--- src/rtl/cwc_pkg.sv ---
// ----------------------------------------------------------------------------
// cwc_pkg
// shared types and constants of the congestion window controller
// ----------------------------------------------------------------------------
`default_nettype none

package cwc_pkg;

    // request kinds
    localparam logic REQ_ACK     = 1'b0;
    localparam logic REQ_TIMEOUT = 1'b1;

    // divider operand select
    localparam logic DIV_SEL_RWND = 1'b0;
    localparam logic DIV_SEL_SEG  = 1'b1;

    // fixed limits of the window fields
    localparam logic [1:0]  DUP_LIMIT = 2'd3;
    localparam logic [9:0]  RWND_MAX  = 10'd1023;
    localparam logic [15:0] CWND_MAX  = 16'hFFFF;

    // commands from the controller to the datapath
    typedef struct packed {
        logic take;         // input side may take a beat
        logic timeout;      // apply retransmission timeout
        logic rwnd_sat;     // receiver window saturates
        logic rwnd_div;     // receiver window from divider quotient
        logic dup;          // duplicate ack handling
        logic new_ack;      // new ack: bookkeeping and multiply
        logic ca_step;      // one avoidance increment
        logic ca_done;      // close the avoidance loop
        logic ss_cap;       // slow start capped at ssthresh
        logic ss_grow;      // slow start grows by divider quotient
        logic div_start;    // launch the divider
        logic div_sel;      // divider operands
        logic emit;         // load the result register
    } cmd_t;

    // status from the datapath to the controller
    typedef struct packed {
        logic in_fire;      // input beat accepted this cycle
        logic is_timeout;
        logic adv_big;      // advertised window saturates rwnd
        logic is_dup;
        logic is_new;
        logic slow_start;   // cwnd below ssthresh
        logic ca_more;      // another avoidance increment is due
        logic ss_cap_hit;   // acked bytes reach ssthresh
        logic div_done;
        logic out_free;     // result register can take a beat
    } sts_t;

endpackage

`default_nettype wire

--- src/rtl/cwc_req_if.sv ---
// ----------------------------------------------------------------------------
// cwc_req_if
// event channel: ack or timeout beats into the controller
// ----------------------------------------------------------------------------
`default_nettype none

interface cwc_req_if;
    logic        valid;
    logic        ready;
    logic        req_type;
    logic [31:0] ack_num;
    logic [19:0] adv_window;

    modport source (output valid, output req_type, output ack_num, output adv_window,
                    input ready);
    modport sink   (input valid, input req_type, input ack_num, input adv_window,
                    output ready);
endinterface

`default_nettype wire

--- src/rtl/cwc_res_if.sv ---
// ----------------------------------------------------------------------------
// cwc_res_if
// result channel: window state after each event
// ----------------------------------------------------------------------------
`default_nettype none

interface cwc_res_if;
    logic        valid;
    logic        ready;
    logic [15:0] send_window;
    logic [15:0] cong_window;
    logic [15:0] slow_start_thresh;
    logic [9:0]  recv_window;
    logic        retransmit;
    logic [31:0] resend_seq;
    logic        ack_advanced;
    logic [31:0] freed_bytes;

    modport source (output valid, output send_window, output cong_window,
                    output slow_start_thresh, output recv_window, output retransmit,
                    output resend_seq, output ack_advanced, output freed_bytes,
                    input ready);
    modport sink   (input valid, input send_window, input cong_window,
                    input slow_start_thresh, input recv_window, input retransmit,
                    input resend_seq, input ack_advanced, input freed_bytes,
                    output ready);
endinterface

`default_nettype wire

--- src/rtl/cwc_div.sv ---
// ----------------------------------------------------------------------------
// cwc_div
// divider by the window unit or the segment size, reciprocal multiplication
// ----------------------------------------------------------------------------
`default_nettype none

module cwc_div #(
    parameter int UNIT = 1024,
    parameter int SEG  = 1012
) (
    input  logic        clk,
    input  logic        rst_n,
    input  logic        start,
    input  logic        sel,        // receiver window or segment count
    input  logic [31:0] dividend,   // segment path: below SEG * 2^16
    output logic        done,
    output logic [15:0] quotient
);
    import cwc_pkg::*;

    // floor(x / d) = (x * ceil(2^(n+l) / d)) >> (n+l) for x below 2^n,
    // l = ceil(log2 d)
    localparam int UNIT_L  = $clog2(UNIT);
    localparam int SEG_L   = $clog2(SEG);
    localparam int ADV_N   = 20;
    localparam int DLT_N   = 16 + SEG_L;
    localparam int SH_A    = ADV_N + UNIT_L;
    localparam int SH_B    = DLT_N + SEG_L;
    localparam int RCP_A_W = ADV_N + 1;
    localparam int RCP_B_W = DLT_N + 1;
    localparam int PRD_A_W = ADV_N + RCP_A_W;
    localparam int PRD_B_W = DLT_N + RCP_B_W;
    localparam longint unsigned RCP_A =
        ((64'd1 << SH_A) + 64'(UNIT) - 64'd1) / 64'(UNIT);
    localparam longint unsigned RCP_B =
        ((64'd1 << SH_B) + 64'(SEG) - 64'd1) / 64'(SEG);
    localparam logic [RCP_A_W-1:0] RCP_A_C = RCP_A_W'(RCP_A);
    localparam logic [RCP_B_W-1:0] RCP_B_C = RCP_B_W'(RCP_B);

    logic [PRD_A_W-1:0] prod_a;
    logic [PRD_B_W-1:0] prod_b;
    logic [15:0]        q_a;
    logic [15:0]        q_b;
    logic [15:0]        q_reg, q_next;
    logic               done_reg, done_next;

    assign prod_a = PRD_A_W'(dividend[ADV_N-1:0]) * PRD_A_W'(RCP_A_C);
    assign prod_b = PRD_B_W'(dividend[DLT_N-1:0]) * PRD_B_W'(RCP_B_C);
    assign q_a    = 16'(prod_a >> SH_A);
    assign q_b    = 16'(prod_b >> SH_B);

    always_comb
    begin
        q_next    = q_reg;
        done_next = start;
        if (start)
        begin
            q_next = (sel == DIV_SEL_SEG) ? q_b : q_a;
        end
    end

    always_ff @(posedge clk or negedge rst_n)
    begin
        if (!rst_n)
        begin
            done_reg <= 1'b0;
        end
        else
        begin
            done_reg <= done_next;
        end
    end

    always_ff @(posedge clk)
    begin
        q_reg <= q_next;
    end

    assign done     = done_reg;
    assign quotient = q_reg;

endmodule

`default_nettype wire

--- src/rtl/cwc_dp.sv ---
// ----------------------------------------------------------------------------
// cwc_dp
// window state, multiplier, avoidance accumulator and result register
// ----------------------------------------------------------------------------
`default_nettype none

module cwc_dp #(
    parameter int WINDOW_UNIT  = 1024,
    parameter int HEADER_BYTES = 12
) (
    input  logic          clk,
    input  logic          rst_n,
    input  cwc_pkg::cmd_t cmd,
    output cwc_pkg::sts_t sts,
    cwc_req_if.sink       req,
    cwc_res_if.source     res
);
    import cwc_pkg::*;

    localparam int UNIT    = (WINDOW_UNIT > 0) ? WINDOW_UNIT : 1;
    localparam int SEG     = (WINDOW_UNIT > HEADER_BYTES) ? (WINDOW_UNIT - HEADER_BYTES) : 1;
    localparam int SEG_W   = $clog2(SEG + 1);
    localparam int PROD_W  = 16 + SEG_W;
    localparam int CMP_W   = (PROD_W > 33) ? PROD_W : 33;
    localparam logic [SEG_W-1:0]  SEG_C    = SEG_W'(SEG);
    localparam logic [31:0]       RWND_LIM = 32'(longint'(RWND_MAX) * longint'(UNIT));
    localparam logic [CMP_W-1:0]  ACC_TOP  = CMP_W'(32'hFFFF_FFFF);

    // window state
    logic [15:0]      cwnd_reg, cwnd_next;
    logic [15:0]      ssth_reg, ssth_next;
    logic [31:0]      hack_reg, hack_next;
    logic [1:0]       dup_reg, dup_next;
    logic [9:0]       rwnd_reg, rwnd_next;
    logic [31:0]      acc_reg, acc_next;
    // item and working registers
    logic             type_reg, type_next;
    logic [31:0]      ack_reg, ack_next;
    logic [19:0]      adv_reg, adv_next;
    logic [31:0]      delta_reg, delta_next;
    logic [PROD_W-1:0] prod_reg, prod_next;
    logic [CMP_W-1:0] wacc_reg, wacc_next;
    logic             rexmit_reg, rexmit_next;
    logic             advf_reg, advf_next;
    logic [31:0]      freed_reg, freed_next;
    // result register
    logic             res_valid_reg, res_valid_next;
    logic [15:0]      o_send_reg, o_send_next;
    logic [15:0]      o_cwnd_reg, o_cwnd_next;
    logic [15:0]      o_ssth_reg, o_ssth_next;
    logic [9:0]       o_rwnd_reg, o_rwnd_next;
    logic             o_rexmit_reg, o_rexmit_next;
    logic [31:0]      o_seq_reg, o_seq_next;
    logic             o_advf_reg, o_advf_next;
    logic [31:0]      o_freed_reg, o_freed_next;

    logic             in_fire;
    logic [15:0]      mul_a;
    logic [1:0]       dup_inc;
    logic [31:0]      div_dividend;
    logic             div_done;
    logic [15:0]      div_q;
    logic [15:0]      rwnd_ext;

    assign req.ready = cmd.take;
    assign in_fire   = req.valid && req.ready;

    assign sts.in_fire    = in_fire;
    assign sts.is_timeout = type_reg == REQ_TIMEOUT;
    assign sts.adv_big    = {12'd0, adv_reg} >= RWND_LIM;
    assign sts.is_dup     = ack_reg == hack_reg;
    assign sts.is_new     = ack_reg > hack_reg;
    assign sts.slow_start = cwnd_reg < ssth_reg;
    assign sts.ca_more    = (cwnd_reg != CWND_MAX) && (wacc_reg >= CMP_W'(prod_reg));
    assign sts.ss_cap_hit = CMP_W'(delta_reg) >= CMP_W'(prod_reg);
    assign sts.div_done   = div_done;
    assign sts.out_free   = !res_valid_reg || res.ready;

    // shared constant divider: receiver window and slow start growth
    assign div_dividend = (cmd.div_sel == DIV_SEL_RWND) ? {12'd0, adv_reg} : delta_reg;

    cwc_div #(
        .UNIT (UNIT),
        .SEG  (SEG)
    ) u_div (
        .clk      (clk),
        .rst_n    (rst_n),
        .start    (cmd.div_start),
        .sel      (cmd.div_sel),
        .dividend (div_dividend),
        .done     (div_done),
        .quotient (div_q)
    );

    assign mul_a    = sts.slow_start ? (ssth_reg - cwnd_reg) : cwnd_reg;
    assign dup_inc  = (dup_reg < DUP_LIMIT) ? (dup_reg + 2'd1) : dup_reg;
    assign rwnd_ext = {6'd0, rwnd_reg};

    always_comb
    begin
        cwnd_next     = cwnd_reg;
        ssth_next     = ssth_reg;
        hack_next     = hack_reg;
        dup_next      = dup_reg;
        rwnd_next     = rwnd_reg;
        acc_next      = acc_reg;
        type_next     = type_reg;
        ack_next      = ack_reg;
        adv_next      = adv_reg;
        delta_next    = delta_reg;
        prod_next     = prod_reg;
        wacc_next     = wacc_reg;
        rexmit_next   = rexmit_reg;
        advf_next     = advf_reg;
        freed_next    = freed_reg;

        if (in_fire)
        begin
            type_next   = req.req_type;
            ack_next    = req.ack_num;
            adv_next    = req.adv_window;
            delta_next  = req.ack_num - hack_reg;
            rexmit_next = 1'b0;
            advf_next   = 1'b0;
            freed_next  = 32'd0;
        end
        if (cmd.timeout)
        begin
            ssth_next   = cwnd_reg >> 1;
            cwnd_next   = 16'd1;
            rexmit_next = 1'b1;
        end
        if (cmd.rwnd_sat)
        begin
            rwnd_next = RWND_MAX;
        end
        if (cmd.rwnd_div)
        begin
            // quotient is below the cap here, floor at one segment
            rwnd_next = (div_q == 16'd0) ? 10'd1 : div_q[9:0];
        end
        if (cmd.dup)
        begin
            dup_next = dup_inc;
            if (dup_inc == DUP_LIMIT)
            begin
                ssth_next   = cwnd_reg >> 1;
                cwnd_next   = cwnd_reg >> 1;
                rexmit_next = 1'b1;
            end
        end
        if (cmd.new_ack)
        begin
            dup_next   = 2'd0;
            advf_next  = 1'b1;
            freed_next = delta_reg;
            hack_next  = ack_reg;
            prod_next  = PROD_W'(mul_a) * PROD_W'(SEG_C);
            wacc_next  = CMP_W'(acc_reg) + CMP_W'(delta_reg);
        end
        if (cmd.ca_step)
        begin
            wacc_next = wacc_reg - CMP_W'(prod_reg);
            cwnd_next = cwnd_reg + 16'd1;
            prod_next = prod_reg + PROD_W'(SEG_C);
        end
        if (cmd.ca_done)
        begin
            acc_next = (wacc_reg > ACC_TOP) ? 32'hFFFF_FFFF : wacc_reg[31:0];
        end
        if (cmd.ss_cap)
        begin
            cwnd_next = ssth_reg;
            acc_next  = 32'd0;
        end
        if (cmd.ss_grow)
        begin
            cwnd_next = cwnd_reg + div_q;
            acc_next  = 32'd0;
        end
    end

    // result register, decoupled from the input side
    always_comb
    begin
        res_valid_next = res_valid_reg;
        o_send_next    = o_send_reg;
        o_cwnd_next    = o_cwnd_reg;
        o_ssth_next    = o_ssth_reg;
        o_rwnd_next    = o_rwnd_reg;
        o_rexmit_next  = o_rexmit_reg;
        o_seq_next     = o_seq_reg;
        o_advf_next    = o_advf_reg;
        o_freed_next   = o_freed_reg;
        if (cmd.emit)
        begin
            res_valid_next = 1'b1;
            o_send_next    = (cwnd_reg < rwnd_ext) ? cwnd_reg : rwnd_ext;
            o_cwnd_next    = cwnd_reg;
            o_ssth_next    = ssth_reg;
            o_rwnd_next    = rwnd_reg;
            o_rexmit_next  = rexmit_reg;
            o_seq_next     = hack_reg;
            o_advf_next    = advf_reg;
            o_freed_next   = freed_reg;
        end
        else if (res.ready)
        begin
            res_valid_next = 1'b0;
        end
    end

    always_ff @(posedge clk or negedge rst_n)
    begin
        if (!rst_n)
        begin
            cwnd_reg      <= 16'd1;
            ssth_reg      <= 16'd0;
            hack_reg      <= 32'd0;
            dup_reg       <= 2'd0;
            rwnd_reg      <= 10'd1;
            acc_reg       <= 32'd0;
            res_valid_reg <= 1'b0;
        end
        else
        begin
            cwnd_reg      <= cwnd_next;
            ssth_reg      <= ssth_next;
            hack_reg      <= hack_next;
            dup_reg       <= dup_next;
            rwnd_reg      <= rwnd_next;
            acc_reg       <= acc_next;
            res_valid_reg <= res_valid_next;
        end
    end

    always_ff @(posedge clk)
    begin
        type_reg     <= type_next;
        ack_reg      <= ack_next;
        adv_reg      <= adv_next;
        delta_reg    <= delta_next;
        prod_reg     <= prod_next;
        wacc_reg     <= wacc_next;
        rexmit_reg   <= rexmit_next;
        advf_reg     <= advf_next;
        freed_reg    <= freed_next;
        o_send_reg   <= o_send_next;
        o_cwnd_reg   <= o_cwnd_next;
        o_ssth_reg   <= o_ssth_next;
        o_rwnd_reg   <= o_rwnd_next;
        o_rexmit_reg <= o_rexmit_next;
        o_seq_reg    <= o_seq_next;
        o_advf_reg   <= o_advf_next;
        o_freed_reg  <= o_freed_next;
    end

    assign res.valid             = res_valid_reg;
    assign res.send_window       = o_send_reg;
    assign res.cong_window       = o_cwnd_reg;
    assign res.slow_start_thresh = o_ssth_reg;
    assign res.recv_window       = o_rwnd_reg;
    assign res.retransmit        = o_rexmit_reg;
    assign res.resend_seq        = o_seq_reg;
    assign res.ack_advanced      = o_advf_reg;
    assign res.freed_bytes       = o_freed_reg;

endmodule

`default_nettype wire

--- src/rtl/cwc_ctrl.sv ---
// ----------------------------------------------------------------------------
// cwc_ctrl
// sequencer for one event: classify, receiver window, growth, emit
// ----------------------------------------------------------------------------
`default_nettype none

module cwc_ctrl (
    input  logic          clk,
    input  logic          rst_n,
    input  cwc_pkg::sts_t sts,
    output cwc_pkg::cmd_t cmd
);
    import cwc_pkg::*;

    typedef enum logic [7:0] {
        ST_IDLE      = 8'b0000_0001,
        ST_CLASSIFY  = 8'b0000_0010,
        ST_RWND_WAIT = 8'b0000_0100,
        ST_ACK       = 8'b0000_1000,
        ST_CA_LOOP   = 8'b0001_0000,
        ST_SS_CHECK  = 8'b0010_0000,
        ST_SS_WAIT   = 8'b0100_0000,
        ST_FINISH    = 8'b1000_0000
    } state_t;

    state_t state_reg, state_next;

    always_comb
    begin
        cmd        = '0;
        cmd.div_sel = DIV_SEL_RWND;
        state_next = state_reg;
        case (state_reg)
            ST_IDLE:
            begin
                cmd.take = 1'b1;
                if (sts.in_fire)
                begin
                    state_next = ST_CLASSIFY;
                end
            end
            ST_CLASSIFY:
            begin
                if (sts.is_timeout)
                begin
                    cmd.timeout = 1'b1;
                    state_next  = ST_FINISH;
                end
                else if (sts.adv_big)
                begin
                    cmd.rwnd_sat = 1'b1;
                    state_next   = ST_ACK;
                end
                else
                begin
                    cmd.div_start = 1'b1;
                    cmd.div_sel   = DIV_SEL_RWND;
                    state_next    = ST_RWND_WAIT;
                end
            end
            ST_RWND_WAIT:
            begin
                if (sts.div_done)
                begin
                    cmd.rwnd_div = 1'b1;
                    state_next   = ST_ACK;
                end
            end
            ST_ACK:
            begin
                if (sts.is_dup)
                begin
                    cmd.dup    = 1'b1;
                    state_next = ST_FINISH;
                end
                else if (sts.is_new)
                begin
                    cmd.new_ack = 1'b1;
                    state_next  = sts.slow_start ? ST_SS_CHECK : ST_CA_LOOP;
                end
                else
                begin
                    state_next = ST_FINISH;
                end
            end
            ST_CA_LOOP:
            begin
                if (sts.ca_more)
                begin
                    cmd.ca_step = 1'b1;
                end
                else
                begin
                    cmd.ca_done = 1'b1;
                    state_next  = ST_FINISH;
                end
            end
            ST_SS_CHECK:
            begin
                if (sts.ss_cap_hit)
                begin
                    cmd.ss_cap = 1'b1;
                    state_next = ST_FINISH;
                end
                else
                begin
                    cmd.div_start = 1'b1;
                    cmd.div_sel   = DIV_SEL_SEG;
                    state_next    = ST_SS_WAIT;
                end
            end
            ST_SS_WAIT:
            begin
                cmd.div_sel = DIV_SEL_SEG;
                if (sts.div_done)
                begin
                    cmd.ss_grow = 1'b1;
                    state_next  = ST_FINISH;
                end
            end
            ST_FINISH:
            begin
                if (sts.out_free)
                begin
                    cmd.emit   = 1'b1;
                    state_next = ST_IDLE;
                end
            end
            default:
            begin
                state_next = ST_IDLE;
            end
        endcase
    end

    always_ff @(posedge clk or negedge rst_n)
    begin
        if (!rst_n)
        begin
            state_reg <= ST_IDLE;
        end
        else
        begin
            state_reg <= state_next;
        end
    end

endmodule

`default_nettype wire

--- src/rtl/congestion_window_controller_top.sv ---
// ----------------------------------------------------------------------------
// congestion_window_controller_top
// reno-style congestion window controller: slow start, avoidance,
// triple duplicate ack and timeout handling, one result beat per event
// ----------------------------------------------------------------------------
//
//  channel  dir  handshake      payload
//  -------  ---  -------------  ------------------------------------------------
//  req      in   valid/ready    req_type, ack_num, adv_window
//  res      out  valid/ready    send_window, cong_window, slow_start_thresh,
//                               recv_window, retransmit, resend_seq,
//                               ack_advanced, freed_bytes
//
//  one event at a time; a timeout goes from accept straight to the result,
//  an ack first sets rwnd: saturated, or through the reciprocal multiply
//  new ack in slow start then caps at ssthresh or adds the divider quotient
//  new ack in avoidance takes one loop step per segment the window grows by
//  the result register lets the next beat be taken while a result waits
//  reset: cwnd 1, ssthresh 0, rwnd 1, ack mark, dup count, accumulator 0
// ----------------------------------------------------------------------------
`default_nettype none

module congestion_window_controller_top #(
    parameter int WINDOW_UNIT  = 1024,    // bytes per window unit
    parameter int HEADER_BYTES = 12       // header bytes inside one unit
) (
    input  logic      clk,
    input  logic      rst_n,
    cwc_req_if.sink   req,
    cwc_res_if.source res
);
    import cwc_pkg::*;

    // command and status between sequencer and datapath
    cmd_t cmd;
    sts_t sts;

    // sequencer: one-hot state machine, one event in flight
    cwc_ctrl u_ctrl (
        .clk   (clk),
        .rst_n (rst_n),
        .sts   (sts),
        .cmd   (cmd)
    );

    // datapath: window state, multiplier, shared divider, result register
    cwc_dp #(
        .WINDOW_UNIT  (WINDOW_UNIT),
        .HEADER_BYTES (HEADER_BYTES)
    ) u_dp (
        .clk   (clk),
        .rst_n (rst_n),
        .cmd   (cmd),
        .sts   (sts),
        .req   (req),
        .res   (res)
    );

endmodule

`default_nettype wire

--- src/flat_wrapper.sv ---
// flat-port wrapper written by rule: the top's interface ports become plain ports
module congestion_window_controller_top_flat import cwc_pkg::*;
#(
    parameter int WINDOW_UNIT  = 1024,                            
    parameter int HEADER_BYTES = 12                                      
)
  (clk, rst_n, req_valid, req_req_type, req_ack_num, req_adv_window, req_ready, res_valid, res_send_window, res_cong_window, res_slow_start_thresh, res_recv_window, res_retransmit, res_resend_seq, res_ack_advanced, res_freed_bytes, res_ready);
  cwc_req_if req_i ();
  cwc_res_if res_i ();
  input  logic clk;
  input  logic rst_n;
  input wire logic [$bits(req_i.valid)-1:0] req_valid;
  input wire logic [$bits(req_i.req_type)-1:0] req_req_type;
  input wire logic [$bits(req_i.ack_num)-1:0] req_ack_num;
  input wire logic [$bits(req_i.adv_window)-1:0] req_adv_window;
  output wire logic [$bits(req_i.ready)-1:0] req_ready;
  output wire logic [$bits(res_i.valid)-1:0] res_valid;
  output wire logic [$bits(res_i.send_window)-1:0] res_send_window;
  output wire logic [$bits(res_i.cong_window)-1:0] res_cong_window;
  output wire logic [$bits(res_i.slow_start_thresh)-1:0] res_slow_start_thresh;
  output wire logic [$bits(res_i.recv_window)-1:0] res_recv_window;
  output wire logic [$bits(res_i.retransmit)-1:0] res_retransmit;
  output wire logic [$bits(res_i.resend_seq)-1:0] res_resend_seq;
  output wire logic [$bits(res_i.ack_advanced)-1:0] res_ack_advanced;
  output wire logic [$bits(res_i.freed_bytes)-1:0] res_freed_bytes;
  input wire logic [$bits(res_i.ready)-1:0] res_ready;
  assign req_i.valid = req_valid;
  assign req_i.req_type = req_req_type;
  assign req_i.ack_num = req_ack_num;
  assign req_i.adv_window = req_adv_window;
  assign req_ready = req_i.ready;
  assign res_valid = res_i.valid;
  assign res_send_window = res_i.send_window;
  assign res_cong_window = res_i.cong_window;
  assign res_slow_start_thresh = res_i.slow_start_thresh;
  assign res_recv_window = res_i.recv_window;
  assign res_retransmit = res_i.retransmit;
  assign res_resend_seq = res_i.resend_seq;
  assign res_ack_advanced = res_i.ack_advanced;
  assign res_freed_bytes = res_i.freed_bytes;
  assign res_i.ready = res_ready;
  congestion_window_controller_top #(.WINDOW_UNIT(WINDOW_UNIT), .HEADER_BYTES(HEADER_BYTES)) u_core (.clk(clk), .rst_n(rst_n), .req(req_i), .res(res_i));
endmodule
--- config.mk ---
export PLATFORM = sky130hd
export DESIGN_NAME = congestion_window_controller_top_flat
export DESIGN_NICKNAME = d
export VERILOG_FILES = /design/src/rtl/cwc_pkg.sv /design/src/rtl/cwc_req_if.sv /design/src/rtl/cwc_res_if.sv /design/src/rtl/cwc_div.sv /design/src/rtl/cwc_dp.sv /design/src/rtl/cwc_ctrl.sv /design/src/rtl/congestion_window_controller_top.sv /design/src/flat_wrapper.sv
export SDC_FILE = /design/constraint.sdc
export NUM_CORES = 2
export LEC_CHECK = 0
export ABC_CLOCK_PERIOD_IN_PS = 15100
export BUFFER_PORTS_ARGS = -buffer_cell sky130_fd_sc_hd__buf_4
export CAP_MARGIN = 20
export CORE_ASPECT_RATIO = 2
export CORE_MARGIN = 2
export CORE_UTILIZATION = 55
export DETAILED_ROUTE_END_ITERATION = 12
export PLACE_DENSITY_LB_ADDON = 0.25
export SLEW_MARGIN = 10
export SYNTH_ARGS = -nofsm -noshare
export SYNTH_HDL_FRONTEND = slang
export SYNTH_SLANG_ARGS = --single-unit
--- constraint.sdc ---
create_clock -name clk -period 15.1 [get_ports clk]
set_input_delay 1.51 -clock clk [delete_from_list [all_inputs] [get_ports clk]]
set_output_delay 1.51 -clock clk [all_outputs]
set_load 0.02 [all_outputs]
==> metrics <==
status=complete, no violations; Residual DRC=0; Hold Buf Count CTS=0; routability cong.=0.957; Starting Density=55.3%; P&R area growth vs syn=10.6%; sequential cell area fraction in the yosys report=34.9%; Clk Tree Root Cell=clkbuf_16; Post-DRT Antenna Nets=0; fin util=61.1%; core area=0.0644 sq mm; Post-synth EDFFs=314; main combinational cell family by area after synthesis=adder cells; CTS tree=built; Die Span X=184 microns; Die Y-Extent=364 microns; Die Area=0.0669 sq mm; setup ws final=4130 ps; post-synthesis async set-or-reset flop share=27.2%; Initial DRC Count=1798; Post-CTS Setup Bufs=0; grt met3 use=4.50%; layout net count=4373; total negative setup slack=0 ps; Vias=25919; Synth Area in XOR/XNOR=4.26%; final critical-path required period=10970 ps; post-synthesis mux area share=2.17%; Worst EP arrival=11290 ps; largest net degree at the start of global routing=67; gr usage total=29.1%; count of pins over their slew limit=0; layout cells sized above 1=9.63%; WP data required=15420 ps; Simple-Gate Fraction of Synth Area=9.55%; non-filler instance count after layout=4416; final wirelength=95600 microns; placed cell count=4337; delay-heaviest family, CP=compound AO/OA/AOI/OAI gates; cells after synthesis=3387; Sink Count=434; Worst-path clk slew=70 ps; first-pass GRT wire length=149000 microns; GRT busiest layer=met2; PortBufs=182; WP buf/inv=7; final hold violations=0; Startpoint Class=flop; number of max-cap violations=0; Setup WS pre-CTS=4130 ps; initial antenna violation count=1; diode count=0; Crit Path Class=reg -> reg; met2 usage=47.9%; Final Cycle Share=72.7%; Fmax achieved=91.1 MHz; Final Skew=27.9 ps; GR Util met1=39.1%; critical path endpoint category=flop; most used cell, CP=inv_1; Setup-failing EPs final=0; total clock buffers created by CTS=42; cts repair resizes=0; slew margin rel.=21.9%; Synth Area per Inst=10.5 sq um; CP peak stage delay=810 ps; H-tree lvl count=2; vias in the first global route=26273; Top FF cell, synth=edfxtp_1; post-detail-place hpwl=75500 microns; Max stage delay cell, worst path=a2111oi_2; synthesized cell area=0.0356 sq mm; total congestion overflow=0; FILL cells=5312; Routed WL per cell=21.6 microns; vias per cell=5.87; clk_lat worst skew=590 ps; Top Ports=183; CP Max Fanout=34; Longest Clk Path Bufs=3; unrepaired setup endpoints after global routing=no; hold crit path type=reg -> reg; Largest register FFs=33; adder-cell share of the synthesized area=30.6%; drt first pass iters=5; Synth cell types=79; YS warnings=0; post-synthesis compound-gate area fraction=12.4%; worst slew pin tran=1160 ps; Rows=132; number of synthesized register bits=434
[metal layers]
metal	wire, microns	part of all wire (%)
met4	3600	3.8
met1	40700	43
met3	6610	6.9
met2	44600	47
met5	13	0.014
[final cells by class]
type / instances / area (sq um) / area share, %
clock buffers: 47 / 1070 / 2.72
clock inverters: 30 / 343 / 0.870
inverters: 503 / 1890 / 4.80
flip-flops and latches: 434 / 12400 / 31.5
well taps: 804 / 1010 / 2.55
multi-input cells: 2390 / 21100 / 53.6
repair buffers: 208 / 1560 / 3.96
[per-stage QoR]
stage	hold slack [ps]	area, sq um
5_1_grt	422	39400
4_1_cts	402	39400
6_report	417	39400
3_3_place_gp	401	38000
3_5_place_dp	405	38000
2_1_floorplan	400	35600
[cell usage in the layout, fill, tap and decap left out, types with 34 or more instances in the layout]
master / instances
a21o_1: 99
a21oi_1: 256
and2_1: 49
buf_4: 204
clkbuf_16: 42
dfrtp_1: 115
edfxtp_1: 314
fa_1: 224
ha_1: 513
inv_1: 502
nand2_1: 197
nand3_1: 54
nand4_1: 34
nor2_1: 181
nor2b_1: 39
nor3_1: 46
o21ai_0: 139
xnor2_1: 115
xor2_1: 58
[cells by family (layout without fill, tap and decap cells)]
group,count (synthesis),in the layout
flip-flops,434,434
adder cells (fa/ha/maj),737,737
AND/OR/NAND/NOR,705,705
other,1,6
AO/OA/AOI/OAI,708,708
multiplexers,61,61
XOR/XNOR,173,173
buffers and inverters,568,788
[cells in the mapped netlist, types with 14 or more instances]
cell      instances  area share [%]
ha_1            513              18
inv_1           503             5.3
edfxtp_1        314              26
a21oi_1         260             3.7
fa_1            224              13
nand2_1         197             2.1
nor2_1          182             1.9
o21ai_0         139             2.0
dfrtp_1         115             8.1
xnor2_1         115             2.8
a21o_1           99             2.1
xor2_1           58             1.4
clkbuf_1         55            0.58
nand3_1          54            0.76
and2_1           49            0.86
nor3_1           46            0.65
nor2b_1          39            0.69
nand4_1          34            0.60
mux2_4           30             1.3
and3_1           27            0.47
o21a_1           27            0.57
a31oi_1          23            0.40
mux2i_1          23            0.65
o21bai_1         19            0.40
nand2b_1         16            0.28
or3_1            15            0.26
o31ai_1          14            0.30
[worst paths after layout]
kind | startpoint | end | slack, ps | cells after the start
max | u_core.u_dp.delta_reg[17] | u_core.u_dp.u_div.quotient[14] | 4130 | 33
min | u_core.u_dp.freed_reg[0] | u_core.u_dp.res.freed_bytes[0] | 420 | 0
max reg2reg | u_core.u_dp.delta_reg[17] | u_core.u_dp.u_div.quotient[14] | 4130 | 33
min reg2reg | u_core.u_dp.freed_reg[0] | u_core.u_dp.res.freed_bytes[0] | 420 | 0
max in group asynchronous | rst_n | u_core.u_ctrl.state_reg[3] | 12830 | 2
min in group asynchronous | rst_n | u_core.u_dp.acc_reg[30] | 890 | 1
Power is left out: the tool's default activity adds up to more than one toggle a clock period on the data nets, which glitch-free logic cannot reach.
